## src/rtl/r2h_pkg.sv

```systemverilog
// Shared types, constants and syllable lookup functions for the romaji converter.
package r2h_pkg;

  localparam logic [15:0] SYL_N     = 16'h3093;
  localparam logic [15:0] SMALL_TSU = 16'h3063;

  typedef enum logic [1:0] {
    FR_IDLE,
    FR_DECIDE,
    FR_FLUSH
  } front_state_t;

  // One decision: one or two code points, or a raw byte.
  typedef struct packed {
    logic [15:0] code0;
    logic [15:0] code1;
    logic        two;
    logic        raw;
    logic        last;
  } dec_t;

  typedef struct packed {
    logic        hit;
    logic [15:0] first;
    logic [15:0] second;
  } syl_t;

  function automatic syl_t mk(input logic [15:0] f, input logic [15:0] s);
    syl_t r;
    r.hit    = 1'b1;
    r.first  = f;
    r.second = s;
    return r;
  endfunction

  function automatic logic [7:0] to_low(input logic [7:0] c);
    return (c >= "A" && c <= "Z") ? c + 8'd32 : c;
  endfunction

  function automatic logic is_letter(input logic [7:0] c);
    return c >= "a" && c <= "z";
  endfunction

  function automatic logic is_vow(input logic [7:0] c);
    return c == "a" || c == "i" || c == "u" || c == "e" || c == "o";
  endfunction

  function automatic logic is_cons(input logic [7:0] c);
    return is_letter(c) && !is_vow(c) && c != "n";
  endfunction

  function automatic syl_t look3(input logic [23:0] k);
    syl_t r;
    r = '0;
    case (k)
      "kya": r = mk(16'h304D, 16'h3083);
      "kyu": r = mk(16'h304D, 16'h3085);
      "kyo": r = mk(16'h304D, 16'h3087);
      "sha": r = mk(16'h3057, 16'h3083);
      "shu": r = mk(16'h3057, 16'h3085);
      "sho": r = mk(16'h3057, 16'h3087);
      "cha": r = mk(16'h3061, 16'h3083);
      "chu": r = mk(16'h3061, 16'h3085);
      "cho": r = mk(16'h3061, 16'h3087);
      "nya": r = mk(16'h306B, 16'h3083);
      "nyu": r = mk(16'h306B, 16'h3085);
      "nyo": r = mk(16'h306B, 16'h3087);
      "hya": r = mk(16'h3072, 16'h3083);
      "hyu": r = mk(16'h3072, 16'h3085);
      "hyo": r = mk(16'h3072, 16'h3087);
      "mya": r = mk(16'h307F, 16'h3083);
      "myu": r = mk(16'h307F, 16'h3085);
      "myo": r = mk(16'h307F, 16'h3087);
      "rya": r = mk(16'h308A, 16'h3083);
      "ryu": r = mk(16'h308A, 16'h3085);
      "ryo": r = mk(16'h308A, 16'h3087);
      "gya": r = mk(16'h304E, 16'h3083);
      "gyu": r = mk(16'h304E, 16'h3085);
      "gyo": r = mk(16'h304E, 16'h3087);
      "jya": r = mk(16'h3058, 16'h3083);
      "jyu": r = mk(16'h3058, 16'h3085);
      "jyo": r = mk(16'h3058, 16'h3087);
      "bya": r = mk(16'h3073, 16'h3083);
      "byu": r = mk(16'h3073, 16'h3085);
      "byo": r = mk(16'h3073, 16'h3087);
      "pya": r = mk(16'h3074, 16'h3083);
      "pyu": r = mk(16'h3074, 16'h3085);
      "pyo": r = mk(16'h3074, 16'h3087);
      "tya": r = mk(16'h3061, 16'h3083);
      "tyu": r = mk(16'h3061, 16'h3085);
      "tyo": r = mk(16'h3061, 16'h3087);
      "dya": r = mk(16'h3062, 16'h3083);
      "dyu": r = mk(16'h3062, 16'h3085);
      "dyo": r = mk(16'h3062, 16'h3087);
      "shi": r = mk(16'h3057, 16'h0000);
      "chi": r = mk(16'h3061, 16'h0000);
      "tsu": r = mk(16'h3064, 16'h0000);
      "thi": r = mk(16'h3066, 16'h3043);
      default: r = '0;
    endcase
    return r;
  endfunction

  function automatic syl_t look2(input logic [15:0] k);
    syl_t r;
    r = '0;
    case (k)
      "ja": r = mk(16'h3058, 16'h3083);
      "ji": r = mk(16'h3058, 16'h0000);
      "ju": r = mk(16'h3058, 16'h3085);
      "je": r = mk(16'h3058, 16'h3047);
      "jo": r = mk(16'h3058, 16'h3087);
      "ka": r = mk(16'h304B, 16'h0000);
      "ki": r = mk(16'h304D, 16'h0000);
      "ku": r = mk(16'h304F, 16'h0000);
      "ke": r = mk(16'h3051, 16'h0000);
      "ko": r = mk(16'h3053, 16'h0000);
      "sa": r = mk(16'h3055, 16'h0000);
      "si": r = mk(16'h3057, 16'h0000);
      "su": r = mk(16'h3059, 16'h0000);
      "se": r = mk(16'h305B, 16'h0000);
      "so": r = mk(16'h305D, 16'h0000);
      "ta": r = mk(16'h305F, 16'h0000);
      "ti": r = mk(16'h3061, 16'h0000);
      "tu": r = mk(16'h3064, 16'h0000);
      "te": r = mk(16'h3066, 16'h0000);
      "to": r = mk(16'h3068, 16'h0000);
      "na": r = mk(16'h306A, 16'h0000);
      "ni": r = mk(16'h306B, 16'h0000);
      "nu": r = mk(16'h306C, 16'h0000);
      "ne": r = mk(16'h306D, 16'h0000);
      "no": r = mk(16'h306E, 16'h0000);
      "ha": r = mk(16'h306F, 16'h0000);
      "hi": r = mk(16'h3072, 16'h0000);
      "hu": r = mk(16'h3075, 16'h0000);
      "he": r = mk(16'h3078, 16'h0000);
      "ho": r = mk(16'h307B, 16'h0000);
      "ma": r = mk(16'h307E, 16'h0000);
      "mi": r = mk(16'h307F, 16'h0000);
      "mu": r = mk(16'h3080, 16'h0000);
      "me": r = mk(16'h3081, 16'h0000);
      "mo": r = mk(16'h3082, 16'h0000);
      "ya": r = mk(16'h3084, 16'h0000);
      "yu": r = mk(16'h3086, 16'h0000);
      "yo": r = mk(16'h3088, 16'h0000);
      "ra": r = mk(16'h3089, 16'h0000);
      "ri": r = mk(16'h308A, 16'h0000);
      "ru": r = mk(16'h308B, 16'h0000);
      "re": r = mk(16'h308C, 16'h0000);
      "ro": r = mk(16'h308D, 16'h0000);
      "wa": r = mk(16'h308F, 16'h0000);
      "wi": r = mk(16'h3090, 16'h0000);
      "we": r = mk(16'h3091, 16'h0000);
      "wo": r = mk(16'h3092, 16'h0000);
      "nn": r = mk(16'h3093, 16'h0000);
      "ga": r = mk(16'h304C, 16'h0000);
      "gi": r = mk(16'h304E, 16'h0000);
      "gu": r = mk(16'h3050, 16'h0000);
      "ge": r = mk(16'h3052, 16'h0000);
      "go": r = mk(16'h3054, 16'h0000);
      "za": r = mk(16'h3056, 16'h0000);
      "zi": r = mk(16'h3058, 16'h0000);
      "zu": r = mk(16'h305A, 16'h0000);
      "ze": r = mk(16'h305C, 16'h0000);
      "zo": r = mk(16'h305E, 16'h0000);
      "da": r = mk(16'h3060, 16'h0000);
      "di": r = mk(16'h3062, 16'h0000);
      "du": r = mk(16'h3065, 16'h0000);
      "de": r = mk(16'h3067, 16'h0000);
      "do": r = mk(16'h3069, 16'h0000);
      "ba": r = mk(16'h3070, 16'h0000);
      "bi": r = mk(16'h3073, 16'h0000);
      "bu": r = mk(16'h3076, 16'h0000);
      "be": r = mk(16'h3079, 16'h0000);
      "bo": r = mk(16'h307C, 16'h0000);
      "pa": r = mk(16'h3071, 16'h0000);
      "pi": r = mk(16'h3074, 16'h0000);
      "pu": r = mk(16'h3077, 16'h0000);
      "pe": r = mk(16'h307A, 16'h0000);
      "po": r = mk(16'h307D, 16'h0000);
      "fa": r = mk(16'h3075, 16'h3041);
      "fi": r = mk(16'h3075, 16'h3043);
      "fu": r = mk(16'h3075, 16'h0000);
      "fe": r = mk(16'h3075, 16'h3047);
      "fo": r = mk(16'h3075, 16'h3049);
      "la": r = mk(16'h3041, 16'h0000);
      "li": r = mk(16'h3043, 16'h0000);
      "lu": r = mk(16'h3045, 16'h0000);
      "le": r = mk(16'h3047, 16'h0000);
      "lo": r = mk(16'h3049, 16'h0000);
      "xa": r = mk(16'h3041, 16'h0000);
      "xi": r = mk(16'h3043, 16'h0000);
      "xu": r = mk(16'h3045, 16'h0000);
      "xe": r = mk(16'h3047, 16'h0000);
      "xo": r = mk(16'h3049, 16'h0000);
      "va": r = mk(16'h3094, 16'h3041);
      "vi": r = mk(16'h3094, 16'h3043);
      "vu": r = mk(16'h3094, 16'h0000);
      "ve": r = mk(16'h3094, 16'h3047);
      "vo": r = mk(16'h3094, 16'h3049);
      default: r = '0;
    endcase
    return r;
  endfunction

  function automatic syl_t look1(input logic [7:0] k);
    syl_t r;
    r = '0;
    case (k)
      "a": r = mk(16'h3042, 16'h0000);
      "i": r = mk(16'h3044, 16'h0000);
      "u": r = mk(16'h3046, 16'h0000);
      "e": r = mk(16'h3048, 16'h0000);
      "o": r = mk(16'h304A, 16'h0000);
      "n": r = mk(16'h3093, 16'h0000);
      default: r = '0;
    endcase
    return r;
  endfunction

endpackage

```

## src/rtl/r2h_front.sv

```systemverilog
// Front part: lookahead window, item acceptance and one match decision per cycle, held while the queue is full.
module r2h_front import r2h_pkg::*; (
  input  logic       clk,
  input  logic       rst_n,
  input  logic       in_valid,
  output logic       in_stall,
  input  logic [7:0] in_char_byte,
  input  logic       in_end_of_string,
  output logic       push,
  output dec_t       push_data,
  input  logic       q_full
);

  front_state_t state_r, state_nxt;
  logic [7:0]   win_r [3];
  logic [1:0]   cnt_r, cnt_nxt;
  logic         accept;
  logic         work;
  logic [7:0]   l0, l1, l2;
  logic         has1, has2;
  logic [1:0]   take;
  syl_t         m3, m2, m1;

  assign in_stall = (state_r != FR_IDLE);
  assign accept   = in_valid && !in_stall;
  assign work     = (state_r != FR_IDLE) && !q_full;

  // only held bytes take part in matching
  assign has1 = cnt_r > 2'd1;
  assign has2 = cnt_r > 2'd2;
  assign l0   = to_low(win_r[0]);
  assign l1   = has1 ? to_low(win_r[1]) : 8'h00;
  assign l2   = has2 ? to_low(win_r[2]) : 8'h00;
  assign m3   = look3({l0, l1, l2});
  assign m2   = look2({l0, l1});
  assign m1   = look1(l0);

  always_comb begin
    push_data       = '0;
    take            = 2'd1;
    push_data.code0 = SYL_N;
    if (l0 == "m" && has1 && (l1 == "b" || l1 == "m" || l1 == "p")) begin
      take = 2'd1;
    end else if (l0 == "n" && has1 && ((l1 == "n" && has2 && is_vow(l2)) ||
                 (is_letter(l1) && !is_vow(l1) && l1 != "y" && l1 != "n"))) begin
      take = 2'd1;
    end else if (has1 && is_cons(l0) && l0 == l1) begin
      push_data.code0 = SMALL_TSU;
    end else if (has2 && m3.hit) begin
      take            = 2'd3;
      push_data.code0 = m3.first;
      push_data.code1 = m3.second;
      push_data.two   = (m3.second != 16'h0000);
    end else if (has1 && m2.hit) begin
      take            = 2'd2;
      push_data.code0 = m2.first;
      push_data.code1 = m2.second;
      push_data.two   = (m2.second != 16'h0000);
    end else if (m1.hit) begin
      push_data.code0 = m1.first;
    end else begin
      push_data.code0 = {8'h00, win_r[0]};
      push_data.raw   = 1'b1;
    end
    push_data.last = (state_r == FR_DECIDE) || (cnt_r == take);
  end

  assign push = work;

  always_comb begin
    state_nxt = state_r;
    cnt_nxt   = cnt_r;
    case (state_r)
      FR_IDLE: begin
        if (accept) begin
          cnt_nxt = cnt_r + 2'd1;
          if (in_end_of_string) begin
            state_nxt = FR_FLUSH;
          end else if (cnt_r == 2'd2) begin
            state_nxt = FR_DECIDE;
          end
        end
      end
      FR_DECIDE: begin
        if (work) begin
          cnt_nxt   = cnt_r - take;
          state_nxt = FR_IDLE;
        end
      end
      FR_FLUSH: begin
        if (work) begin
          cnt_nxt = cnt_r - take;
          if (cnt_r == take) begin
            state_nxt = FR_IDLE;
          end
        end
      end
      default: begin
        state_nxt = FR_IDLE;
        cnt_nxt   = 2'd0;
      end
    endcase
  end

  always_ff @(posedge clk) begin
    if (!rst_n) begin
      state_r <= FR_IDLE;
      cnt_r   <= 2'd0;
    end else begin
      state_r <= state_nxt;
      cnt_r   <= cnt_nxt;
    end
  end

  always_ff @(posedge clk) begin
    if (accept) begin
      win_r[cnt_r] <= in_char_byte;
    end else if (work) begin
      win_r[0] <= (take == 2'd1) ? win_r[1] : win_r[2];
      win_r[1] <= win_r[2];
    end
  end

endmodule

```

## src/rtl/r2h_queue.sv

```systemverilog
// Small register queue of decisions between front and back parts.
module r2h_queue import r2h_pkg::*; #(
  parameter int DEPTH = 4
) (
  input  logic clk,
  input  logic rst_n,
  input  logic push,
  input  dec_t push_data,
  output logic full,
  input  logic pop,
  output dec_t pop_data,
  output logic empty
);

  localparam int AW = (DEPTH > 1) ? $clog2(DEPTH) : 1;
  localparam int CW = $clog2(DEPTH + 1);

  dec_t          mem_r [DEPTH];
  logic [AW-1:0] wr_ptr_r, rd_ptr_r;
  logic [CW-1:0] cnt_r;
  logic          do_push, do_pop;

  assign full     = (cnt_r == CW'(DEPTH));
  assign empty    = (cnt_r == '0);
  assign do_push  = push && !full;
  assign do_pop   = pop && !empty;
  assign pop_data = mem_r[rd_ptr_r];

  always_ff @(posedge clk) begin
    if (!rst_n) begin
      wr_ptr_r <= '0;
      rd_ptr_r <= '0;
      cnt_r    <= '0;
    end else begin
      if (do_push) begin
        wr_ptr_r <= (wr_ptr_r == AW'(DEPTH - 1)) ? '0 : wr_ptr_r + 1'b1;
      end
      if (do_pop) begin
        rd_ptr_r <= (rd_ptr_r == AW'(DEPTH - 1)) ? '0 : rd_ptr_r + 1'b1;
      end
      if (do_push && !do_pop) begin
        cnt_r <= cnt_r + 1'b1;
      end else if (do_pop && !do_push) begin
        cnt_r <= cnt_r - 1'b1;
      end
    end
  end

  always_ff @(posedge clk) begin
    if (do_push) begin
      mem_r[wr_ptr_r] <= push_data;
    end
  end

endmodule

```

## src/rtl/r2h_back.sv

```systemverilog
// Back part: splits decisions into code points and holds the output register.
module r2h_back import r2h_pkg::*; (
  input  logic        clk,
  input  logic        rst_n,
  input  logic        q_empty,
  input  dec_t        q_data,
  output logic        pop,
  output logic        out_valid,
  input  logic        out_stall,
  output logic [15:0] out_code,
  output logic        out_is_raw,
  output logic        out_last_of_run
);

  logic        valid_r;
  logic        sec_r;
  logic [15:0] sec_code_r;
  logic        sec_last_r;
  logic [15:0] code_r;
  logic        raw_r, last_r;
  logic        load;

  assign load      = !valid_r || !out_stall;
  assign pop       = load && !sec_r && !q_empty;
  assign out_valid = valid_r;
  assign out_code  = code_r;
  assign out_is_raw      = raw_r;
  assign out_last_of_run = last_r;

  always_ff @(posedge clk) begin
    if (!rst_n) begin
      valid_r <= 1'b0;
      sec_r   <= 1'b0;
    end else if (load) begin
      if (sec_r) begin
        valid_r <= 1'b1;
        sec_r   <= 1'b0;
      end else if (!q_empty) begin
        valid_r <= 1'b1;
        sec_r   <= q_data.two;
      end else begin
        valid_r <= 1'b0;
      end
    end
  end

  always_ff @(posedge clk) begin
    if (load) begin
      if (sec_r) begin
        code_r <= sec_code_r;
        raw_r  <= 1'b0;
        last_r <= sec_last_r;
      end else begin
        code_r     <= q_data.code0;
        raw_r      <= q_data.raw;
        last_r     <= q_data.last && !q_data.two;
        sec_code_r <= q_data.code1;
        sec_last_r <= q_data.last;
      end
    end
  end

endmodule

```

## src/rtl/romaji_to_hiragana_converter.sv

```systemverilog
// Romaji to hiragana converter top level.
// An item that completes a decision reaches the output through the window, the queue and the output register.
// The front part stalls input while it decides on a full window, and after an end-of-string item
//   while the window drains.
// Results leave at up to one per cycle from the output register while out_stall is low.
// Reset: synchronous active-low rst_n empties window, queue and output register.
module romaji_to_hiragana_converter import r2h_pkg::*; #(
  parameter int QUEUE_DEPTH = 4
) (
  input  logic        clk,
  input  logic        rst_n,
  input  logic        in_valid,
  output logic        in_stall,
  input  logic [7:0]  in_char_byte,
  input  logic        in_end_of_string,
  output logic        out_valid,
  input  logic        out_stall,
  output logic [15:0] out_code,
  output logic        out_is_raw,
  output logic        out_last_of_run
);

  logic push, pop, q_full, q_empty;
  dec_t push_data, pop_data;

  r2h_front u_front (
    .clk              (clk),
    .rst_n            (rst_n),
    .in_valid         (in_valid),
    .in_stall         (in_stall),
    .in_char_byte     (in_char_byte),
    .in_end_of_string (in_end_of_string),
    .push             (push),
    .push_data        (push_data),
    .q_full           (q_full)
  );

  r2h_queue #(.DEPTH(QUEUE_DEPTH)) u_queue (
    .clk       (clk),
    .rst_n     (rst_n),
    .push      (push),
    .push_data (push_data),
    .full      (q_full),
    .pop       (pop),
    .pop_data  (pop_data),
    .empty     (q_empty)
  );

  r2h_back u_back (
    .clk             (clk),
    .rst_n           (rst_n),
    .q_empty         (q_empty),
    .q_data          (pop_data),
    .pop             (pop),
    .out_valid       (out_valid),
    .out_stall       (out_stall),
    .out_code        (out_code),
    .out_is_raw      (out_is_raw),
    .out_last_of_run (out_last_of_run)
  );

endmodule

```

## config.mk

```make
export PLATFORM = sky130hd
export DESIGN_NAME = romaji_to_hiragana_converter
export DESIGN_NICKNAME = d
export VERILOG_FILES = /design/src/rtl/r2h_pkg.sv /design/src/rtl/r2h_front.sv /design/src/rtl/r2h_queue.sv /design/src/rtl/r2h_back.sv /design/src/rtl/romaji_to_hiragana_converter.sv
export SDC_FILE = /design/constraint.sdc
export NUM_CORES = 1
export LEC_CHECK = 0
export ABC_CLOCK_PERIOD_IN_PS = 4290
export BUFFER_PORTS_ARGS = -buffer_cell sky130_fd_sc_hd__buf_4
export CAP_MARGIN = 30
export CORE_MARGIN = 3
export CORE_UTILIZATION = 50
export DETAILED_ROUTE_END_ITERATION = 12
export PLACE_DENSITY = 0.65
export SYNTH_ARGS = -nofsm -noshare
export SYNTH_HDL_FRONTEND = slang
export SYNTH_HIERARCHICAL = 1
export SYNTH_SLANG_ARGS = --single-unit
```

## constraint.sdc

```tcl
create_clock -name clk -period 4.29 [get_ports clk]
set_input_delay 1.287 -clock clk [delete_from_list [all_inputs] [get_ports clk]]
set_output_delay 1.287 -clock clk [all_outputs]
set_load 0.05 [all_outputs]
```

=== Word-level counts from Yosys, hierarchy flattened ===
Memories as Yosys holds them, arrays and structs flattened. A register that Yosys moved wholly into a read port is not among the register bits.
Cells that the tools add are included.

* Flip-flop bits (word level): 48
* Latch bits: 0
* Memory bits (writable): 164
* Bits in read-only memories: 0
* Input bits: 13
* Memories: 2

{| class="wikitable"
|+ Memory list
! memory !! words !! width !! rd ports !! clocked after memory_dff !! write ports !! RTL line !! text
|-
| u_queue.mem_r || 4 || 35 || 1 || 1 || 1 || r2h_queue.sv:18 || <nowiki>dec_t mem_r [DEPTH];</nowiki>
|-
| u_front.win_r || 3 || 8 || 3 || 0 || 2 || r2h_front.sv:15 || <nowiki>logic [7:0] win_r [3];</nowiki>
|}

* Add/sub/neg operators: 9
* Multipliers: 0
* Divide/modulo/power cells: 0
* Order comparisons: 12
* Eq/ne operators: 175
* Shift-type cells: 0
* Mux-type cells: 57
* Bitwise operators: 1
* Reduce and logical (&&, ||, !) cells: 78

{| class="wikitable"
|+ Operators by type and width
! cell !! number
|-
| case mux 33 bit (86 select lines) || 1
|-
| equality test 16 x 15 -> 1 bit (second input constant) || 93
|-
| case mux 33 bit (40 select lines) || 1
|-
| equality test 24 x 23 -> 1 bit (second input constant) || 43
|-
| case mux 33 bit (6 select lines) || 1
|-
| equality test 8 x 7 -> 1 bit (second input constant) || 21
|-
| 2-to-1 mux 34 bit || 2
|-
| 2-to-1 mux 16 bit || 4
|-
| 2-to-1 mux 8 bit || 7
|-
| greater-or-equal comparator 8 x 7 -> 1 bit (second input constant) || 5
|-
| <= comparator 8 x 7 -> 1 bit (second input constant) || 5
|-
| 2-to-1 mux 2 bit || 18
|-
| 2-to-1 mux 33 bit || 1
|-
| nonzero test 16 bit || 2
|-
| logical AND 1 bit || 29
|-
| adder 8 x 6 -> 8 bit (second input constant) || 3
|-
| inequality test 8 x 7 -> 1 bit (second input constant) || 3
|-
| OR reduction 2 bit || 11
|-
| 2-to-1 mux 18 bit || 1
|-
| logical OR 1 bit || 17
|-
| 2-to-1 mux 17 bit || 1
|-
| 2-to-1 mux 1 bit || 16
|-
| zero test 1 bit || 11
|-
| inequality test 2 x 1 -> 1 bit (second input constant) || 5
|-
| other kinds (22) || 31
|}

=== Depth between registers and ports, before layout ===
Gate-level depths: netlist (run 1).

* Word-level depth: 21
* Depth in mapped cells: 19

=== Modules after synthesis ===
The synthesis (run 1) kept the hierarchy.

{| class="wikitable"
|+ Modules (own cells, without submodules)
! module !! times used !! cells an instance !! area each (µm²) !! seq. area each (µm²)
|-
| r2h_queue || 1 || 234 || 5582.9 || 4384.2
|-
| r2h_front || 1 || 769 || 5450.2 || 800.8
|-
| r2h_back || 1 || 66 || 1360.1 || 1091.0
|}

=== Least setup slack after synthesis (run 1) ===
Ideal clock, no wire load.

* Path kind: register -> register
* Start: reg u_front.cnt_r[1]
* End: reg u_front.cnt_r[0]
* Setup time: 0.070 ns
* Arrival: 3.901 ns
* Data required time: 4.220 ns
* Path slack: 0.319 ns
* Stages on the path, launching flop included: 18
* Clock period less this slack: 3.971 ns
* Cells stage by stage: dfxtp_1 > buf_2 > inv_1 > ha_1 > clkbuf_1 > nor2b_1 > clkbuf_1 > nand4_1 > o21ai_1 > or4_1 > or2_1 > a2111oi_1 > nor2_1 > nand3_1 > ha_1 > o22ai_1 > or3b_2 > a21oi_1

* Cells in the longest elaborated chain, start to end: 18

{| class="wikitable"
|+ RTL lines
! what !! RTL line !! text
|-
| start: declaration || r2h_front.sv:16 || <nowiki>logic [1:0] cnt_r, cnt_nxt;</nowiki>
|-
| start signal: assignment || r2h_front.sv:111 || <nowiki>cnt_r <= cnt_nxt;</nowiki>
|-
| branches (longest 14 deep; another with greater-than comparator 2 x 1 -> 1 bit) || - ||
|-
| 2-to-1 mux 2 bit * || r2h_front.sv:42 || <nowiki>if (l0 == "m" && has1 && (l1 == "b" || l1 == "m" || l1 == "p")) begin</nowiki>
|-
| subtractor 2 bit * || r2h_front.sv:86, r2h_front.sv:92 ||
|-
| 2-to-1 mux 2 bit * || r2h_front.sv:85, r2h_front.sv:91 ||
|-
| case mux 2 bit (2 select lines) * || r2h_front.sv:73 || <nowiki>case (state_r)</nowiki>
|}

Every way passes the cells marked *. The select of a mux whose other input is x is not followed.
A chain may end at the register's enable or synchronous reset.

==> run_results.csv, run 1 <==
group,metric,value,unit
outcome,status,"finished clean",
route,avgViaCountPerCell,6.577,
worst_setup_path,ff2ff_path_depth,15,
grt,grt.overflow.total,0,
route,num_vias,10240,
placed_design,place_congestion,1.067,
worst_setup_path,rr_startpoint,"u_front/win_r[0][5]",
clock_network,cts_buffer_depth,3,
die,rows,56,
grt,grt_pass1_wl,63660,um
clock_network,cts_tree,"yes",
synth,ys_ff_latch,214,
sta,final_hold_viol_count,0,
cells_and_area,stdcell_area,14610,um2
route,drcViolationCount,0,
synth,synth_area_leaders,"edfxtp_1 (48%), mux4_2 (5.5%), nand2_1 (3.1%), dfxtp_1 (2.4%), nor2_1 (1.8%)",
hold_path,hold_path.class,"register to register",
placed_design,numPortBuffers,32,
worst_setup_path,worstSetupEndpoint,"u_queue/mem_r[2][25]",
sta,maxSlewViolCount,0,
synth,synth_area_leader_cell,"edfxtp_1",
grt,grt_max_degree,36,
worst_setup_path,required,4.56,ns
synth,seq_area_frac_synth,50.64,%
cells_and_area,syn_to_final_growth,17.92,%
die,die_y,163.4,um
die,start_util,51.87,%
synth,synth_edf_count,199,
cells_and_area,final_nets,1254,
route,drt_pass1_iterations,6,
clock_network,cts_made_buffers,22,
die,fp.coreArea,23890,um2
power_and_ir_drop,p_leak,0.005125,uW
cells_and_area,ff_latch_area,6279,um2
sta,min_period,4.148,ns
worst_setup_path,crit_path_end_kind,"register",
worst_setup_path,arrival,4.42,ns
synth,synth-async-reset-ratio,0,%
hold_path,holdPathStages,2,
cells_and_area,multi_input_area,5630,um2
sta,setup_viol,0,
power_and_ir_drop,power.density,559.8,nW/um2
power_and_ir_drop,seqPwrFrac,37.3,%
cells_and_area,final_common_cell,"edfxtp_1",
worst_setup_path,crit_fanout,5,
cells_and_area,final_cell_mix,"edfxtp_1 (199), buf_4 (196), nand2_1 (103), nor2_1 (61), nand3_1 (45)",
sta,clock.fmax,241.1,MHz
grt,grt_antenna_before_repair,0,
route,first_iter_violations,1171,
die,die_area,26710,um2
cells_and_area,antenna_cells,0,
worst_setup_path,start_kind,"register",
sta,clock_skew,0.04908,ns
clock_network,clock_latency,0.52,ns
grt,grt_usage,32.16,%
route,routedWlPerCell,27.44,um
synth,yosysWarnings,6,
placed_design,placed_area,13850,um2
power_and_ir_drop,pwr-share-comb,39.7,%
synth,syn_avg_cell_area,11.59,um2
synth,synth_cells,1069,
synth,synth.cell_area,12390,um2
route,ant_nets,0,
power_and_ir_drop,clkPwrFrac,23.0,%
clock_network,cts-root-buf,"clkbuf_16",
cells_and_area,drive_gt1_share,26.09,%
power_and_ir_drop,swShare,37.05,%
worst_setup_path,worstReg2RegEnd,"u_queue/mem_r[2][25]",
cells_and_area,fillCellCount,1905,
sta,slew_headroom,34.68,%
grt,grt_pass1_vias,9936,
power_and_ir_drop,ir_drop,0.4951,mV
synth,yosys.area.top_type_share,48.22,%
clock_network,clk_pin_slew,0.06,ns
sta,final.period_utilization,96.69,%
synth,synth_cell_types,106,
clock_network,cts.htree.levels,1,
power_and_ir_drop,totalPowerFinal,8181,uW
sta,setup_tns,0,ns
synth,ys.flop_type,"edfxtp_1",
hold_path,hp-start,"u_queue/wr_ptr_r[1]",
route,wl,42720,um
worst_setup_path,rrSetupSlack,0.14,ns
flow_run,drv_cap,0,
worst_setup_path,crit_start,"u_front/win_r[0][5]",
worst_setup_path,worstSetupPathType,"register to register",
clock_network,clock-sinks,214,
clock_network,hold_buffers,0,
power_and_ir_drop,switchingPower,3031,uW
power_and_ir_drop,power.internal,5150,uW
die,boundaryPins,33,
sta,tightestPinTransition,0.9774,ns
placed_design,hpwl,31950,um
die,die_x,163.4,um
## how the worst min path moves through the flow
stage,end
finish,u_queue/wr_ptr_r[1]
CTS,u_queue/wr_ptr_r[1]
detailed placement,u_queue/wr_ptr_r[1]
global route,u_queue/wr_ptr_r[1]
global placement,u_queue/wr_ptr_r[1]
floorplan,u_queue/wr_ptr_r[1]
## cell type report
type	instances	area share, %
Clock buffer	29	4.152
Multi-Input combinational cell	763	38.53
Inverter	24	0.6164
Timing Repair Buffer	197	10.21
Clock inverter	11	0.8048
Tap cell	319	2.731
Sequential cell	214	42.96
## sequential cells by signal, summed over array words and instances, names as in the netlist, 2 cells and up, named ones only
register / cells
u_back/out_code: 16
u_queue/wr_ptr_r: 2
u_front/win_r: 24
u_queue/cnt_r: 3
u_queue/rd_ptr_r: 2
u_front/state_r: 2
u_queue/mem_r: 140
u_front/cnt_r: 2
u_back/sec_code_r: 16
## metrics by stage
stage / setup slack (ns) / hold slack (ns) / instances / util (%)
detailed placement: 0.002758 / 0.4947 / 1516 / 57.97
floorplan: 0.3194 / 0.4677 / 1082 / -
global route: -0.03158 / 0.5170 / 1557 / 61.16
finish: 0.1421 / 0.5019 / 1557 / 61.16
global placement: -0.01654 / 0.4818 / 1516 / 57.97
CTS: 0.006862 / 0.5031 / 1556 / 61.04
## timing repair
| action | 4_1_cts | 5_1_grt |
|---|---|---|
| pin swaps | 0 | 2 |
| gates resized for setup | 1 | 3 |
| buffers inserted | 0 | 1 |
| endpoints found under the hold margin | 0 | 0 |
| setup endpoints to repair | 5 | 14 |
## power groups by stage
stage / combinational, uW / sequential, uW / clock [uW]
global route: 3450 / 3090 / 2010
finish: 3250 / 3050 / 1880
global placement: 3150 / 3050 / 0
CTS: 3200 / 3050 / 1910
detailed placement: 3160 / 3080 / 0
floorplan: 1870 / 3310 / 0
## cell families after synthesis
family / share of synthesized area (%)
mux: 9.127
fa+ha+maj: 1.979
flops: 50.64
buf+inv: 4.614
simple gates: 17.77
xor+xnor: 0.9187
compound gates: 14.92
other cells: 0.03026
## critical path, cell delays in order (launching register included)
cell	delay, ns
edfxtp_1	0.40
ha_1	0.33
nor2b_1	0.22
buf_4	0.17
o211ai_1	0.24
buf_4	0.21
o211ai_1	0.19
a32oi_1	0.22
o221ai_1	0.22
nor4_4	0.40
buf_4	0.22
or4b_4	0.48
a21oi_1	0.15
buf_4	0.14
nor3_1	0.06
nor2_1	0.27
## routing by layer
| metal | wire [um] | GRT usage (%) |
|---|---|---|
| met3 | 3314 | 5.427 |
| met1 | 16400 | 41.43 |
| met4 | 2793 | 17.03 |
| met2 | 20210 | 52.31 |
| met5 | 0 | 0 |
## cells in the mapped netlist (14+ instances only)
master    number
dfxtp_1       15
ha_1          18
o21ai_0       41
clkbuf_1      32
nand4_1       24
nor4_1        14
nand3_1       45
a21oi_1       43
nand2b_1      20
buf_2         21
nand2_1      103
buf_4         19
nor2_1        61
mux2_2        18
inv_1         23
edfxtp_1     199
nor3_1        24
nor2b_1       17
mux4_2        30
(Power assumes the default switching activity.)
==> inputs of run 2 (changes only) <==
--- a/config.mk
+++ b/config.mk
@@ -9,9 +9,11 @@
 export BUFFER_PORTS_ARGS = -buffer_cell sky130_fd_sc_hd__buf_4
 export CAP_MARGIN = 30
 export CORE_MARGIN = 3
-export CORE_UTILIZATION = 50
+export CORE_UTILIZATION = 30
 export DETAILED_ROUTE_END_ITERATION = 12
-export PLACE_DENSITY = 0.65
+export GPL_ROUTABILITY_DRIVEN = 0
+export MAX_ROUTING_LAYER = met4
+export PLACE_DENSITY = 0.43
 export SYNTH_ARGS = -nofsm -noshare
 export SYNTH_HDL_FRONTEND = slang
 export SYNTH_HIERARCHICAL = 1
==> run 2 against run 1 <==
- sequential cell count is the same
- clock skew shrank 0.020 ns
- worst hold slack gained 0.00066 ns
- first-iteration DRC count grew 6.7%
- count of clock-buffer cells in the layout grew 8
- sequential share of layout area shrank 0.49 points
- utilization shrank 24 points
- die area grew 64%
- fmax is essentially flat
- via count shrank 2.4%
- cell count grew 12%
- power grew 1.7%
- largest cell class unchanged
- largest power group unchanged
==> run_results.csv, run 2 (synthesized netlist as in run 1, its figures left out) <==
group,metric,value,unit
worst_setup_path,arrival,4.42,ns
worst_setup_path,path_delay_family,"compound AO/OA/AOI/OAI gates",
grt,grt_pass1_wl,62890,um
cells_and_area,fillCellCount,4009,
sta,min_period,4.151,ns
grt,grt_max_degree,36,
clock_network,cts_buffer_depth,3,
power_and_ir_drop,clkPwrFrac,24.4,%
route,first_iter_violations,1250,
outcome,status,"finished clean",
die,rows,73,
worst_setup_path,worstSetupEndpoint,"u_queue/mem_r[0][21]",
clock_network,cts_tree,"yes",
die,boundaryPins,33,
power_and_ir_drop,power.density,563.0,nW/um2
route,drcViolationCount,0,
worst_setup_path,crit_buf_inv,1,
worst_setup_path,required,4.56,ns
sta,rsz0062_at_grt,"false",
grt,grt.overflow.total,0,
die,start_util,30.77,%
clock_network,clock-sinks,214,
placed_design,placed_area,13890,um2
sta,maxSlewViolCount,0,
clock_network,hold_buffers,0,
worst_setup_path,max_stage_delay,0.55,ns
worst_setup_path,ff2ff_path_depth,12,
die,die_y,209.3,um
grt,grt_pass1_vias,9977,
worst_setup_path,crit_path_end_kind,"register",
cells_and_area,regMostFlops,"u_queue/mem_r",
cells_and_area,drive_gt1_share,25.08,%
sta,setup_viol,0,
sta,tightestPinTransition,0.9321,ns
sta,clock_skew,0.02929,ns
worst_setup_path,crit_start,"u_front/win_r[0][5]",
cells_and_area,largestRegisters,"u_queue/mem_r: 140 flops, u_front/win_r: 24 flops",
worst_setup_path,start_kind,"register",
cells_and_area,fin_util,36.70,%
cells_and_area,antenna_cells,0,
power_and_ir_drop,swShare,37.40,%
worst_setup_path,worstReg2RegEnd,"u_queue/mem_r[0][21]",
grt,grt_usage,19.21,%
grt,grt_antenna_before_repair,1,
hold_path,hold_path.class,"register to register",
cells_and_area,final_cell_mix,"edfxtp_1 (199), buf_4 (163), nand2_1 (102), nor2_1 (61), nand3_1 (44)",
route,num_vias,9993,
clock_network,cts.htree.levels,1,
cells_and_area,stdcell_area,14780,um2
worst_setup_path,path_depth,12,
cells_and_area,syn_to_final_growth,19.28,%
power_and_ir_drop,ir_drop,0.2904,mV
placed_design,numPortBuffers,32,
sta,final_hold_viol_count,0,
power_and_ir_drop,seqPwrFrac,36.6,%
power_and_ir_drop,switchingPower,3113,uW
cells_and_area,final_common_cell,"edfxtp_1",
cells_and_area,final_nets,1226,
worst_setup_path,rrSetupSlack,0.14,ns
route,avgViaCountPerCell,5.753,
clock_network,clock_latency,0.56,ns
route,drt_pass1_iterations,8,
cells_and_area,largest_reg_flops,140,
power_and_ir_drop,pwr-share-comb,39.0,%
worst_setup_path,slowest_stage,"a221oi_1",
sta,slew_headroom,37.71,%
route,ant_nets,0,
worst_setup_path,crit_fanout,10,
clock_network,clk_pin_slew,0.06,ns
clock_network,cts_made_buffers,25,
power_and_ir_drop,p_leak,0.004987,uW
route,wl,41820,um
die,fp.coreArea,40280,um2
placed_design,hpwl,31240,um
worst_setup_path,rr_startpoint,"u_front/win_r[0][5]",
die,die_area,43790,um2
power_and_ir_drop,power.internal,5210,uW
route,routedWlPerCell,24.08,um
flow_run,drv_cap,0,
sta,clock.fmax,240.9,MHz
worst_setup_path,cp_cell_sequence,"ha_1, nor2b_1, o21ai_2, buf_4, a211oi_1, a22oi_1, nand4b_1, nor4_2, nand2_1, a221oi_1, a41oi_1, and3_1",
die,die_x,209.3,um
power_and_ir_drop,totalPowerFinal,8322,uW
clock_network,cts-root-buf,"clkbuf_16",
sta,final.period_utilization,96.77,%
worst_setup_path,worstSetupPathType,"register to register",
run 2: cell count changes in the layout (fill, tap and decap cells not counted), moves of 2 or more:
| cell | before | now |
|---|---|---|
| buf_4 | 196 | 163 |
| clkbuf_1 | 4 | 9 |
| clkbuf_16 | 22 | 25 |
| clkinv_2 | 3 | 0 |
| buf_12 | 1 | 3 |
| nor4_2 | 0 | 3 |
| nor4_4 | 2 | 0 |
run 2: worst min path at each step:
stage,from,endpoint,slack [ns],cells past startpoint
after floorplan,u_queue/wr_ptr_r[1],u_queue/wr_ptr_r[1],0.47,2
after global placement,u_queue/wr_ptr_r[1],u_queue/wr_ptr_r[1],0.49,2
after detailed placement,u_queue/wr_ptr_r[1],u_queue/wr_ptr_r[1],0.50,2
after CTS,u_queue/wr_ptr_r[1],u_queue/wr_ptr_r[1],0.51,2
after global routing,u_queue/wr_ptr_r[1],u_queue/wr_ptr_r[1],0.52,2
final,u_queue/wr_ptr_r[1],u_queue/wr_ptr_r[1],0.50,2
run 2: tightest hold or removal path, cell delays in order (launching register included):
cell and delay, ns:
dfxtp_1 0.34, nand2_1 0.06, mux2i_1 0.05
run 2: cell type report:
| type | instances | area (um2) | share of cell area (%) |
|---|---|---|---|
| timing repair buffer | 166 | 1284 | 8.684 |
| clock buffer | 37 | 700.7 | 4.740 |
| multi-input combinational | 763 | 5687 | 38.47 |
| inverter | 24 | 90.09 | 0.6094 |
| sequential | 214 | 6279 | 42.47 |
| tap | 525 | 656.9 | 4.444 |
| clock inverter | 8 | 86.33 | 0.5840 |
run 2: power groups by stage:
| stage | logic, uW | registers, uW | clock network [uW] |
|---|---|---|---|
| after floorplan | 1870 | 3310 | 0 |
| after CTS | 3190 | 3060 | 2110 |
| after global routing | 3480 | 3100 | 2190 |
| after global placement | 3190 | 3090 | 0 |
| final | 3250 | 3050 | 2030 |
| after detailed placement | 3170 | 3100 | 0 |
run 2: what timing repair did:
item / CTS / global route
gates resized for setup: 1 / 14
endpoints found under the setup margin: 1 / 12
pin swaps: 0 / 1
hold endpoints to repair: 0 / 0
buffers inserted: 0 / 2
run 2: stage by stage:
step / cells / setup WS [ns] / hold slack (ns) / setup TNS, ns
4_1_cts: 1735 / 0.01364 / 0.5058 / 0
5_1_grt: 1737 / 0.03969 / 0.5205 / 0
2_1_floorplan: 1082 / 0.3194 / 0.4677 / 0
3_5_place_dp: 1690 / -0.03196 / 0.4955 / -0.03196
6_report: 1737 / 0.1387 / 0.5025 / 0
3_3_place_gp: 1688 / 0.04647 / 0.4887 / 0
run 2: per-layer routing:
layer	vias up	routed length, um	global-route usage, %
met5	-	0	-
met4	0	2487	8.868
met3	152	3441	4.753
met2	460	18210	28.15
met1	4928	17680	25.12
li1	4453	-	-
